`config.mk`:
```
export PLATFORM = sky130hd
export DESIGN_NAME = async_hdlc_frame_encoder_core_flat
export DESIGN_NICKNAME = d
export VERILOG_FILES = /design/src/rtl/ahfe_pkg.sv /design/src/rtl/ahfe_if.sv /design/src/rtl/ahfe_front.sv /design/src/rtl/ahfe_fifo.sv /design/src/rtl/ahfe_back.sv /design/src/rtl/async_hdlc_frame_encoder_core.sv /design/src/flat_wrapper.sv
export VERILOG_INCLUDE_DIRS = /design/src /design/src/rtl
export SDC_FILE = /design/constraint.sdc
export NUM_CORES = 1
export LEC_CHECK = 0
export BUFFER_PORTS_ARGS = -buffer_cell sky130_fd_sc_hd__buf_2
export CAP_MARGIN = 20
export CORE_UTILIZATION = 30
export DETAILED_ROUTE_END_ITERATION = 6
export GPL_TIMING_DRIVEN = 0
export PLACE_DENSITY = 0.51
export SLEW_MARGIN = 25
export SYNTH_ARGS = -nofsm -noshare
export SYNTH_HDL_FRONTEND = slang
export SYNTH_SLANG_ARGS = --single-unit
```
`constraint.sdc`:
```
create_clock -name clk_i -period 4.6 [get_ports clk_i]
set_clock_uncertainty 0.1 [all_clocks]
set_input_delay 0.46 -clock clk_i [delete_from_list [all_inputs] [get_ports clk_i]]
set_output_delay 0.46 -clock clk_i [all_outputs]
set_load 0.01 [all_outputs]
```
`src/rtl/async_hdlc_frame_encoder_core_assert.svh`:
```
// assertion macros shared by the hdlc frame encoder rtl
// no dependencies; included inside module bodies
`ifndef ASYNC_HDLC_FRAME_ENCODER_CORE_ASSERT_SVH
`define ASYNC_HDLC_FRAME_ENCODER_CORE_ASSERT_SVH

// same-cycle implication, checked out of reset
`define AHFE_ASSERT_SAME(lbl, clk, rst_n, ante, cons, msg) \
  lbl: assert property (@(posedge clk) disable iff (!(rst_n)) (ante) |-> (cons)) \
    else $error(msg);

// next-cycle implication, checked out of reset
`define AHFE_ASSERT_NEXT(lbl, clk, rst_n, ante, cons, msg) \
  lbl: assert property (@(posedge clk) disable iff (!(rst_n)) (ante) |=> (cons)) \
    else $error(msg);

`endif

```
`src/rtl/ahfe_pkg.sv`:
```
// types, constants and the crc step for the hdlc frame encoder
// no dependencies
`timescale 1ns / 1ps

package ahfe_pkg;

  localparam logic [7:0]  FLAG_BYTE = 8'h7E;
  localparam logic [7:0]  ESC_BYTE  = 8'h7D;
  localparam logic [7:0]  ESC_XOR   = 8'h20;
  localparam logic [15:0] CRC_POLY  = 16'h8408;
  localparam logic [15:0] CRC_SEED  = 16'hFFFF;
  localparam int          QDEPTH    = 4;

  // one queued job: a payload byte plus what the back end needs to frame it
  typedef struct packed {
    logic [7:0]  data;
    logic        open;
    logic        last;
    logic [15:0] fcs;
  } ahfe_job_t;

  typedef enum logic [2:0] {
    PH_START,
    PH_OPEN,
    PH_DATA,
    PH_FCS_LO,
    PH_FCS_HI,
    PH_CLOSE
  } ahfe_phase_e;

  // reflected crc-16/x.25 over one byte, bit at a time
  function automatic logic [15:0] crc_byte(input logic [15:0] crc, input logic [7:0] b);
    logic [15:0] c;
    c = crc ^ {8'h00, b};
    for (int i = 0; i < 8; i++) begin
      if (c[0]) begin
        c = (c >> 1) ^ CRC_POLY;
      end else begin
        c = c >> 1;
      end
    end
    return c;
  endfunction

endpackage

```
`src/rtl/ahfe_if.sv`:
```
// valid/ready channel interfaces for the hdlc frame encoder
// no dependencies
`timescale 1ns / 1ps

interface ahfe_in_if;
  logic       valid;
  logic       ready;
  logic [7:0] data_byte;
  logic       frame_last;

  modport source (output valid, output data_byte, output frame_last, input ready);
  modport sink (input valid, input data_byte, input frame_last, output ready);
endinterface

interface ahfe_out_if;
  logic       valid;
  logic       ready;
  logic [7:0] out_byte;
  logic       run_last;
  logic       frame_end;

  modport source (output valid, output out_byte, output run_last, output frame_end,
                  input ready);
  modport sink (input valid, input out_byte, input run_last, input frame_end,
                output ready);
endinterface

```
`src/rtl/ahfe_front.sv`:
```
// front end: accepts payload beats, runs the crc and frame state, builds jobs
// depends on ahfe_pkg
`timescale 1ns / 1ps

module ahfe_front (
  input  logic              clk_i,
  input  logic              rst_ni,
  input  logic              in_valid_i,
  input  logic [7:0]        in_data_i,
  input  logic              in_last_i,
  output logic              in_ready_o,
  input  logic              q_full_i,
  output logic              q_push_o,
  output ahfe_pkg::ahfe_job_t q_job_o
);
  import ahfe_pkg::*;

  logic [15:0] crc_q, crc_d;
  logic        open_q, open_d;
  logic [15:0] crc_next;

  assign in_ready_o = !q_full_i;
  assign q_push_o   = in_valid_i && !q_full_i;
  assign crc_next   = crc_byte(crc_q, in_data_i);

  always_comb begin
    q_job_o.data = in_data_i;
    q_job_o.open = !open_q;
    q_job_o.last = in_last_i;
    q_job_o.fcs  = ~crc_next;
  end

  always_comb begin
    crc_d  = crc_q;
    open_d = open_q;
    if (q_push_o) begin
      if (in_last_i) begin
        crc_d  = CRC_SEED;
        open_d = 1'b0;
      end else begin
        crc_d  = crc_next;
        open_d = 1'b1;
      end
    end
  end

  always_ff @(posedge clk_i or negedge rst_ni) begin
    if (!rst_ni) begin
      crc_q  <= CRC_SEED;
      open_q <= 1'b0;
    end else begin
      crc_q  <= crc_d;
      open_q <= open_d;
    end
  end

endmodule

```
`src/rtl/ahfe_fifo.sv`:
```
// short job queue between the front and back ends
// depends on ahfe_pkg
`timescale 1ns / 1ps

module ahfe_fifo #(
  parameter int DEPTH = ahfe_pkg::QDEPTH
) (
  input  logic                clk_i,
  input  logic                rst_ni,
  input  logic                push_i,
  input  ahfe_pkg::ahfe_job_t job_i,
  output logic                full_o,
  input  logic                pop_i,
  output logic                empty_o,
  output ahfe_pkg::ahfe_job_t job_o
);
  import ahfe_pkg::*;

  localparam int AW = (DEPTH > 1) ? $clog2(DEPTH) : 1;
  localparam int CW = $clog2(DEPTH + 1);
  localparam logic [AW-1:0] LAST_PTR = AW'(DEPTH - 1);
  localparam logic [CW-1:0] FULL_CNT = CW'(DEPTH);

  ahfe_job_t     mem_q [DEPTH];
  logic [AW-1:0] wr_ptr_q, wr_ptr_d;
  logic [AW-1:0] rd_ptr_q, rd_ptr_d;
  logic [CW-1:0] cnt_q, cnt_d;

  assign full_o  = (cnt_q == FULL_CNT);
  assign empty_o = (cnt_q == '0);
  assign job_o   = mem_q[rd_ptr_q];

  always_comb begin
    wr_ptr_d = wr_ptr_q;
    rd_ptr_d = rd_ptr_q;
    cnt_d    = cnt_q;
    if (push_i) begin
      wr_ptr_d = (wr_ptr_q == LAST_PTR) ? '0 : wr_ptr_q + 1'b1;
    end
    if (pop_i) begin
      rd_ptr_d = (rd_ptr_q == LAST_PTR) ? '0 : rd_ptr_q + 1'b1;
    end
    if (push_i && !pop_i) begin
      cnt_d = cnt_q + 1'b1;
    end else if (pop_i && !push_i) begin
      cnt_d = cnt_q - 1'b1;
    end
  end

  always_ff @(posedge clk_i) begin
    if (push_i) begin
      mem_q[wr_ptr_q] <= job_i;
    end
  end

  always_ff @(posedge clk_i or negedge rst_ni) begin
    if (!rst_ni) begin
      wr_ptr_q <= '0;
      rd_ptr_q <= '0;
      cnt_q    <= '0;
    end else begin
      wr_ptr_q <= wr_ptr_d;
      rd_ptr_q <= rd_ptr_d;
      cnt_q    <= cnt_d;
    end
  end

  `include "async_hdlc_frame_encoder_core_assert.svh"

  `AHFE_ASSERT_SAME(a_no_push_full, clk_i, rst_ni, push_i, !full_o, "push into full queue")
  `AHFE_ASSERT_SAME(a_no_pop_empty, clk_i, rst_ni, pop_i, !empty_o, "pop from empty queue")
  `AHFE_ASSERT_NEXT(a_cnt_track, clk_i, rst_ni, push_i && !pop_i, cnt_q == $past(cnt_q) + 1'b1, "queue count lost a push")

endmodule

```
`src/rtl/ahfe_back.sv`:
```
// back end: expands each job into its escaped data and any flag and fcs beats
// depends on ahfe_pkg
`timescale 1ns / 1ps

module ahfe_back (
  input  logic                clk_i,
  input  logic                rst_ni,
  input  logic                q_empty_i,
  input  ahfe_pkg::ahfe_job_t q_job_i,
  output logic                q_pop_o,
  output logic                out_valid_o,
  input  logic                out_ready_i,
  output logic [7:0]          out_byte_o,
  output logic                out_run_last_o,
  output logic                out_frame_end_o
);
  import ahfe_pkg::*;

  ahfe_phase_e phase_q, phase_d, cur_phase, next_phase;
  logic        esc_q, esc_d;
  logic        valid_q, valid_d;
  logic [7:0]  byte_q, byte_d;
  logic        run_last_q, run_last_d;
  logic        frame_end_q, frame_end_d;
  logic [7:0]  cur_byte;
  logic        needs_esc, byte_done, go, finish;

  assign go = !q_empty_i && (!valid_q || out_ready_i);

  always_comb begin
    cur_phase = phase_q;
    if (phase_q == PH_START) begin
      cur_phase = q_job_i.open ? PH_OPEN : PH_DATA;
    end

    case (cur_phase)
      PH_DATA:   cur_byte = q_job_i.data;
      PH_FCS_LO: cur_byte = q_job_i.fcs[7:0];
      PH_FCS_HI: cur_byte = q_job_i.fcs[15:8];
      default:   cur_byte = FLAG_BYTE;
    endcase

    needs_esc = (cur_phase inside {PH_DATA, PH_FCS_LO, PH_FCS_HI})
                && (cur_byte inside {FLAG_BYTE, ESC_BYTE});
    byte_done = !needs_esc || esc_q;

    finish = 1'b0;
    case (cur_phase)
      PH_OPEN:   next_phase = PH_DATA;
      PH_DATA: begin
        next_phase = q_job_i.last ? PH_FCS_LO : PH_START;
        finish     = !q_job_i.last;
      end
      PH_FCS_LO: next_phase = PH_FCS_HI;
      PH_FCS_HI: next_phase = PH_CLOSE;
      PH_CLOSE: begin
        next_phase = PH_START;
        finish     = 1'b1;
      end
      default:   next_phase = PH_START;
    endcase
    finish = finish && byte_done;

    phase_d     = phase_q;
    esc_d       = esc_q;
    valid_d     = valid_q && !out_ready_i;
    byte_d      = byte_q;
    run_last_d  = run_last_q;
    frame_end_d = frame_end_q;
    q_pop_o     = 1'b0;

    if (go) begin
      valid_d     = 1'b1;
      run_last_d  = finish;
      frame_end_d = (cur_phase == PH_CLOSE);
      q_pop_o     = finish;
      if (!byte_done) begin
        // first half of an escape pair, stay on this byte
        byte_d  = ESC_BYTE;
        esc_d   = 1'b1;
        phase_d = cur_phase;
      end else begin
        byte_d  = esc_q ? (cur_byte ^ ESC_XOR) : cur_byte;
        esc_d   = 1'b0;
        phase_d = next_phase;
      end
    end
  end

  always_ff @(posedge clk_i or negedge rst_ni) begin
    if (!rst_ni) begin
      phase_q <= PH_START;
      esc_q   <= 1'b0;
      valid_q <= 1'b0;
    end else begin
      phase_q <= phase_d;
      esc_q   <= esc_d;
      valid_q <= valid_d;
    end
  end

  always_ff @(posedge clk_i) begin
    byte_q      <= byte_d;
    run_last_q  <= run_last_d;
    frame_end_q <= frame_end_d;
  end

  assign out_valid_o     = valid_q;
  assign out_byte_o      = byte_q;
  assign out_run_last_o  = run_last_q;
  assign out_frame_end_o = frame_end_q;

  `include "async_hdlc_frame_encoder_core_assert.svh"

  `AHFE_ASSERT_SAME(a_end_is_flag, clk_i, rst_ni, valid_q && frame_end_q, byte_q == FLAG_BYTE && run_last_q, "closing beat is not a last flag")
  `AHFE_ASSERT_SAME(a_esc_holds_job, clk_i, rst_ni, esc_q, !q_empty_i && phase_q != PH_START, "escape pending without a job")
  `AHFE_ASSERT_NEXT(a_esc_pair, clk_i, rst_ni, go && !byte_done, valid_q && byte_q == ESC_BYTE && !run_last_q, "escape beat missing")

endmodule

```
`src/rtl/async_hdlc_frame_encoder_core.sv`:
```
// Async HDLC-style frame encoder, transmit direction.
// in_i carries one payload byte per beat with frame_last marking the final
// byte of a frame. out_o carries the line stream one byte per beat: an opening
// 0x7E before the first byte of a frame, each byte escaped with 0x7D where it
// is 0x7E or 0x7D, and after the last byte the complemented CRC-16/X.25 low
// byte first (escaped) and a closing 0x7E flagged by frame_end. run_last marks
// the final output beat that an input beat causes.
// An accepted input beat is queued as a job, and the back end registers its
// first output beat from the queue head. It emits one output beat per cycle
// with a job queued and the receiver ready; an input beat gives 1 to 8 beats.
// Input beats are taken one per cycle while the job queue has room.
// The job queue (QDEPTH entries) decouples the input from the output: when the
// receiver stalls, the output register holds, the queue fills and in_i.ready
// drops once it is full. Reset clears the crc to 0xFFFF, closes any frame,
// empties the queue and drops out valid.
// depends on ahfe_pkg, ahfe_if, ahfe_front, ahfe_fifo, ahfe_back
`timescale 1ns / 1ps

module async_hdlc_frame_encoder_core #(
  parameter int QDEPTH = ahfe_pkg::QDEPTH
) (
  input  logic clk_i,
  input  logic rst_ni,
  ahfe_in_if.sink    in_i,
  ahfe_out_if.source out_o
);
  import ahfe_pkg::*;

  ahfe_job_t push_job, head_job;
  logic      q_full, q_empty, q_push, q_pop;

  ahfe_front u_front (
    .clk_i      (clk_i),
    .rst_ni     (rst_ni),
    .in_valid_i (in_i.valid),
    .in_data_i  (in_i.data_byte),
    .in_last_i  (in_i.frame_last),
    .in_ready_o (in_i.ready),
    .q_full_i   (q_full),
    .q_push_o   (q_push),
    .q_job_o    (push_job)
  );

  ahfe_fifo #(
    .DEPTH (QDEPTH)
  ) u_fifo (
    .clk_i   (clk_i),
    .rst_ni  (rst_ni),
    .push_i  (q_push),
    .job_i   (push_job),
    .full_o  (q_full),
    .pop_i   (q_pop),
    .empty_o (q_empty),
    .job_o   (head_job)
  );

  ahfe_back u_back (
    .clk_i           (clk_i),
    .rst_ni          (rst_ni),
    .q_empty_i       (q_empty),
    .q_job_i         (head_job),
    .q_pop_o         (q_pop),
    .out_valid_o     (out_o.valid),
    .out_ready_i     (out_o.ready),
    .out_byte_o      (out_o.out_byte),
    .out_run_last_o  (out_o.run_last),
    .out_frame_end_o (out_o.frame_end)
  );

endmodule

```
`src/flat_wrapper.sv`:
```
// flat-port wrapper written by rule: the top's interface ports become plain ports
module async_hdlc_frame_encoder_core_flat import ahfe_pkg::*;
#(
  parameter int QDEPTH = ahfe_pkg::QDEPTH
)
  (clk_i, rst_ni, in_i_valid, in_i_data_byte, in_i_frame_last, in_i_ready, out_o_valid, out_o_out_byte, out_o_run_last, out_o_frame_end, out_o_ready);
  ahfe_in_if in_i_i ();
  ahfe_out_if out_o_i ();
  input  logic clk_i;
  input  logic rst_ni;
  input wire logic [$bits(in_i_i.valid)-1:0] in_i_valid;
  input wire logic [$bits(in_i_i.data_byte)-1:0] in_i_data_byte;
  input wire logic [$bits(in_i_i.frame_last)-1:0] in_i_frame_last;
  output wire logic [$bits(in_i_i.ready)-1:0] in_i_ready;
  output wire logic [$bits(out_o_i.valid)-1:0] out_o_valid;
  output wire logic [$bits(out_o_i.out_byte)-1:0] out_o_out_byte;
  output wire logic [$bits(out_o_i.run_last)-1:0] out_o_run_last;
  output wire logic [$bits(out_o_i.frame_end)-1:0] out_o_frame_end;
  input wire logic [$bits(out_o_i.ready)-1:0] out_o_ready;
  assign in_i_i.valid = in_i_valid;
  assign in_i_i.data_byte = in_i_data_byte;
  assign in_i_i.frame_last = in_i_frame_last;
  assign in_i_ready = in_i_i.ready;
  assign out_o_valid = out_o_i.valid;
  assign out_o_out_byte = out_o_i.out_byte;
  assign out_o_run_last = out_o_i.run_last;
  assign out_o_frame_end = out_o_i.frame_end;
  assign out_o_i.ready = out_o_ready;
  async_hdlc_frame_encoder_core #(.QDEPTH(QDEPTH)) u_core (.clk_i(clk_i), .rst_ni(rst_ni), .in_i(in_i_i), .out_o(out_o_i));
endmodule
```
==> results.py <==
metrics = {
    "outcome": {
        "status": "complete, but fails checks",
        "violations": "negative hold slack",
    },
    "clock_network": {
        "cts.sinks": 143,
        "clockBufferDepth": 2,
        "clockRootBuffer": "clkbuf_16",
        "htreeDepth": 4,
        "path_clk_slew_ns": 0.06,
        "cts_tree": "built",
        "clk_latency_ns": 0.42,
        "cts_hold_buf": 0,
        "cts_setup_buffers": 0,
        "cts_buffers": 17,
        "cts_resized": 0,
    },
    "global_route": {
        "grt_use_met1_pct": 16.85,
        "met2_usage_pct": 22.61,
        "grt_max_degree": 30,
        "grt-ovfl-total": 0,
        "top_usage_layer": "met2",
        "met3_usage_pct": 3.132,
        "grt_pass1_wl_mm": 19.71,
        "track_usage_pct": 13.53,
        "grt_pass1_vias": 3397,
        "antenna_found_initial": 0,
    },
    "critical_path": {
        "r2r-start": "u_core.u_fifo.rd_ptr_q[1]$_DFFE_PN0P_",
        "slowest_stage": "or4_4",
        "crit_chain": "buf_2 > buf_2 > mux4_2 > a21oi_1 > o211ai_1 > or4_4 > and3_4 > inv_1 > ha_1 > inv_1 > fa_1 > xor2_1 > nor2_1 > xor2_1",
        "cp-start-kind": "flop",
        "criticalPathCategory": "reg2reg",
        "slowest_delay_ns": 0.55,
        "crit_path_start": "u_core.u_fifo.rd_ptr_q[1]$_DFFE_PN0P_",
        "worst_ep_required_time_ns": 4.85,
        "worst-path-max-fanout": 10,
        "endpoint_kind": "flop",
        "arrival_ns": 4.44,
    },
    "sta": {
        "rsz0062_at_grt": "no",
        "worst_pin_slew_ns": 0.9414,
        "tns_ns": 0,
        "timing.final.ws_setup_ns": 0.4086,
        "slew_violations": 0,
        "finalHoldWorstSlack_ns": -0.006075,
        "hold_viol_final": 4,
        "finalSetupViolations": 0,
        "fin_crit_sh_pct": 91.12,
        "final_period_minus_worst_setup_slack_ns": 4.191,
        "relSlewSlack_pct": 37.24,
        "max_freq_ghz": 0.2386,
    },
    "floorplan": {
        "fp.dieW_microns": 143.6,
        "num_io_pins": 25,
        "die_y_microns": 143.6,
        "fp.coreArea_sq_um": 19530,
        "row_count": 51,
        "initial_utilization_pct": 30.78,
        "die-area_sq_um": 20610,
    },
    "place": {
        "dp_cells": 661,
        "io_buffers": 24,
        "hpwl_mm": 8.718,
        "place_ws_ns": 0.3741,
        "gp_congestion": 0.8197,
    },
    "hold_path": {
        "min_path_type": "in2async",
    },
    "finish": {
        "n_fill_cell": 1881,
        "syn2layout_area_growth_pct": 21.23,
        "drive_above_1_share_pct": 26.17,
        "fin_nets": 435,
        "seq_area_sq_um": 4169,
        "multi_input_area_sq_um": 1727,
        "stdcell_count": 693,
        "antenna_cells": 0,
    },
    "drt": {
        "ant_nets": 0,
        "drt_wl_total_mm": 12.73,
        "drtPass1Iterations": 5,
        "drt-initial-drc-count": 220,
        "drc": 0,
        "num_vias": 3276,
        "vias_per_cell": 4.727,
        "wl_per_cell_microns": 18.37,
    },
    "yosys": {
        "synthFlopType": "edfxtp_1",
        "synth_largest_area_cell": "edfxtp_1",
        "ys_top_cells_by_area": "edfxtp_1 (57%), dfstp_2 (7.0%), mux4_2 (6.7%), dfrtp_1 (5.4%), xnor2_1 (2.8%)",
        "syn-num-nets": 388,
        "ys_ff_latch": 143,
        "yosysWarnings": 0,
        "synthArstFlopShare_pct": 20.28,
        "synth-edff-count": 114,
        "syn_area_per_cell_sq_um": 16.33,
        "syn_area_sq_um": 6011,
        "yosysTopAreaCellShare_pct": 56.95,
        "synthDistinctLibCells": 52,
        "ys_seq_area_share_pct": 69.36,
        "synthesis.instances": 368,
    },
    "pwr": {
        "totalPowerFinal_mw": 5.750,
        "p_clk_share_pct": 28.3,
        "pwr-share-seq_pct": 38.6,
        "p_comb_share_pct": 33.2,
        "p_switching_mw": 1.803,
        "pwr_density_cell_nw_per_um2": 789.1,
        "switching_share_pct": 31.36,
        "vdd_drop_max_v": 0.0002752,
        "power_leakage_nw": 2.578,
        "internal_power_mw": 3.947,
    },
    "run": {
        "cap_viol_max_count": 0,
    },
}
[area by class of cell]
type	instances	share of cell area [%]
buffer	12	0.9444
clock buffer	22	6.508
clock inverter	10	3.159
inverter	15	0.7727
multi-input combinational	198	23.70
sequential	143	57.21
tap	265	4.550
timing repair buffer	28	3.159
[final timing paths]
kind	to	slack, ns	cells past startpoint
setup / recovery	u_core.u_fifo.cnt_q[2]$_DFFE_PN0P_	0.41	14
hold / removal	u_core.u_fifo.wr_ptr_q[1]$_DFFE_PN0P_	-0.006	1
setup reg to reg	u_core.u_fifo.cnt_q[2]$_DFFE_PN0P_	0.41	14
hold reg to reg	u_core.u_back.out_valid_o$_DFF_PN0_	0.39	2
max in group asynchronous	u_core.u_back.esc_q$_DFFE_PN0P_	3.94	1
min in group clk_i	u_core.u_back.out_valid_o$_DFF_PN0_	0.19	4
[power by group through the flow]
| stage | registers [mW] | logic (mW) | clock network (mW) |
|---|---|---|---|
| after floorplan | 2.23 | 1.29 | 0 |
| after global placement | 2.24 | 1.81 | 0 |
| after detailed placement | 2.25 | 1.93 | 0 |
| after CTS | 2.22 | 1.94 | 1.65 |
| after global routing | 2.26 | 2.09 | 1.70 |
| final | 2.22 | 1.91 | 1.63 |
[kinds of logic (layout without fill, tap and decap cells)]
family          Yosys count  after routing  synth area share (%)
flops                   143            143                 69.36
simple gates             67             67                 5.599
compound gates           62             62                 6.640
mux                      33             33                 10.51
xor+xnor                 29             29                 4.226
buf+inv                  27             87                 2.082
fa+ha+maj                 7              7                 1.582
[worst max-delay path: cells and delay by family, from the launching register on]
kind	cells	cell delay, ns
AND/OR/NAND/NOR	3	0.90
buffers and inverters	4	0.84
adder cells (fa/ha/maj)	2	0.61
AO/OA/AOI/OAI	2	0.47
flip-flops	1	0.46
multiplexers	1	0.41
XOR/XNOR	2	0.33
[registers in the layout, summed over array words and instances, names as in the netlist]
register                       count
u_core.u_fifo.cnt_q                3
u_core.u_back.esc_q                1
u_core.u_back.out_byte_o           8
u_core.u_front.crc_q              16
u_core.u_fifo.rd_ptr_q             2
u_core.u_back.phase_q              3
u_core.u_fifo.mem_q              104
u_core.u_back.out_valid_o          1
u_core.u_back.out_run_last_o       1
u_core.u_fifo.wr_ptr_q             2
u_core.u_front.open_q              1
u_core.u_back.out_frame_end_o      1
[metrics by stage]
stage | area (sq um) | util, % | hold slack (ns)
finish | 7287 | 37.32 | -0.006075
global route | 7287 | 37.32 | 0.04448
CTS | 7287 | 37.32 | 0.01312
detailed placement | 6583 | 33.71 | 0.3824
global placement | 6462 | 33.10 | 0.3763
floorplan | 6011 | - | 0.06441
[placed cells by master (no fill, tap or decap), types with 6 or more instances in the layout]
cell type / count
a21oi_1: 27
buf_2: 28
bufinv_16: 7
clkbuf_1: 7
clkbuf_16: 17
dfrtp_1: 13
dfstp_2: 16
edfxtp_1: 114
ha_1: 6
inv_1: 15
mux2i_1: 8
mux4_2: 18
nand2_1: 14
nor2_1: 26
o21ai_0: 7
xnor2_1: 19
xor2_1: 10
[metal layers]
layer | up-vias | part of all wire (%)
met3 | 12 | 3.3
li1 | 1508 | -
met2 | 73 | 50
met1 | 1683 | 46
met4 | 0 | 1.1
met5 | - | 0
[synth_stat cells (all sizes together) (7+ instances only)]
| cell type | instances |
|---|---|
| edfxtp | 114 |
| dfrtp | 13 |
| and3 | 8 |
| a21oi | 27 |
| o21ai | 8 |
| buf | 7 |
| mux2i | 8 |
| nand2 | 14 |
| inv | 15 |
| mux4 | 22 |
| nor2 | 26 |
| xnor2 | 19 |
| dfstp | 16 |
| xor2 | 10 |
Note: power is estimated with default switching activity, not from simulation.
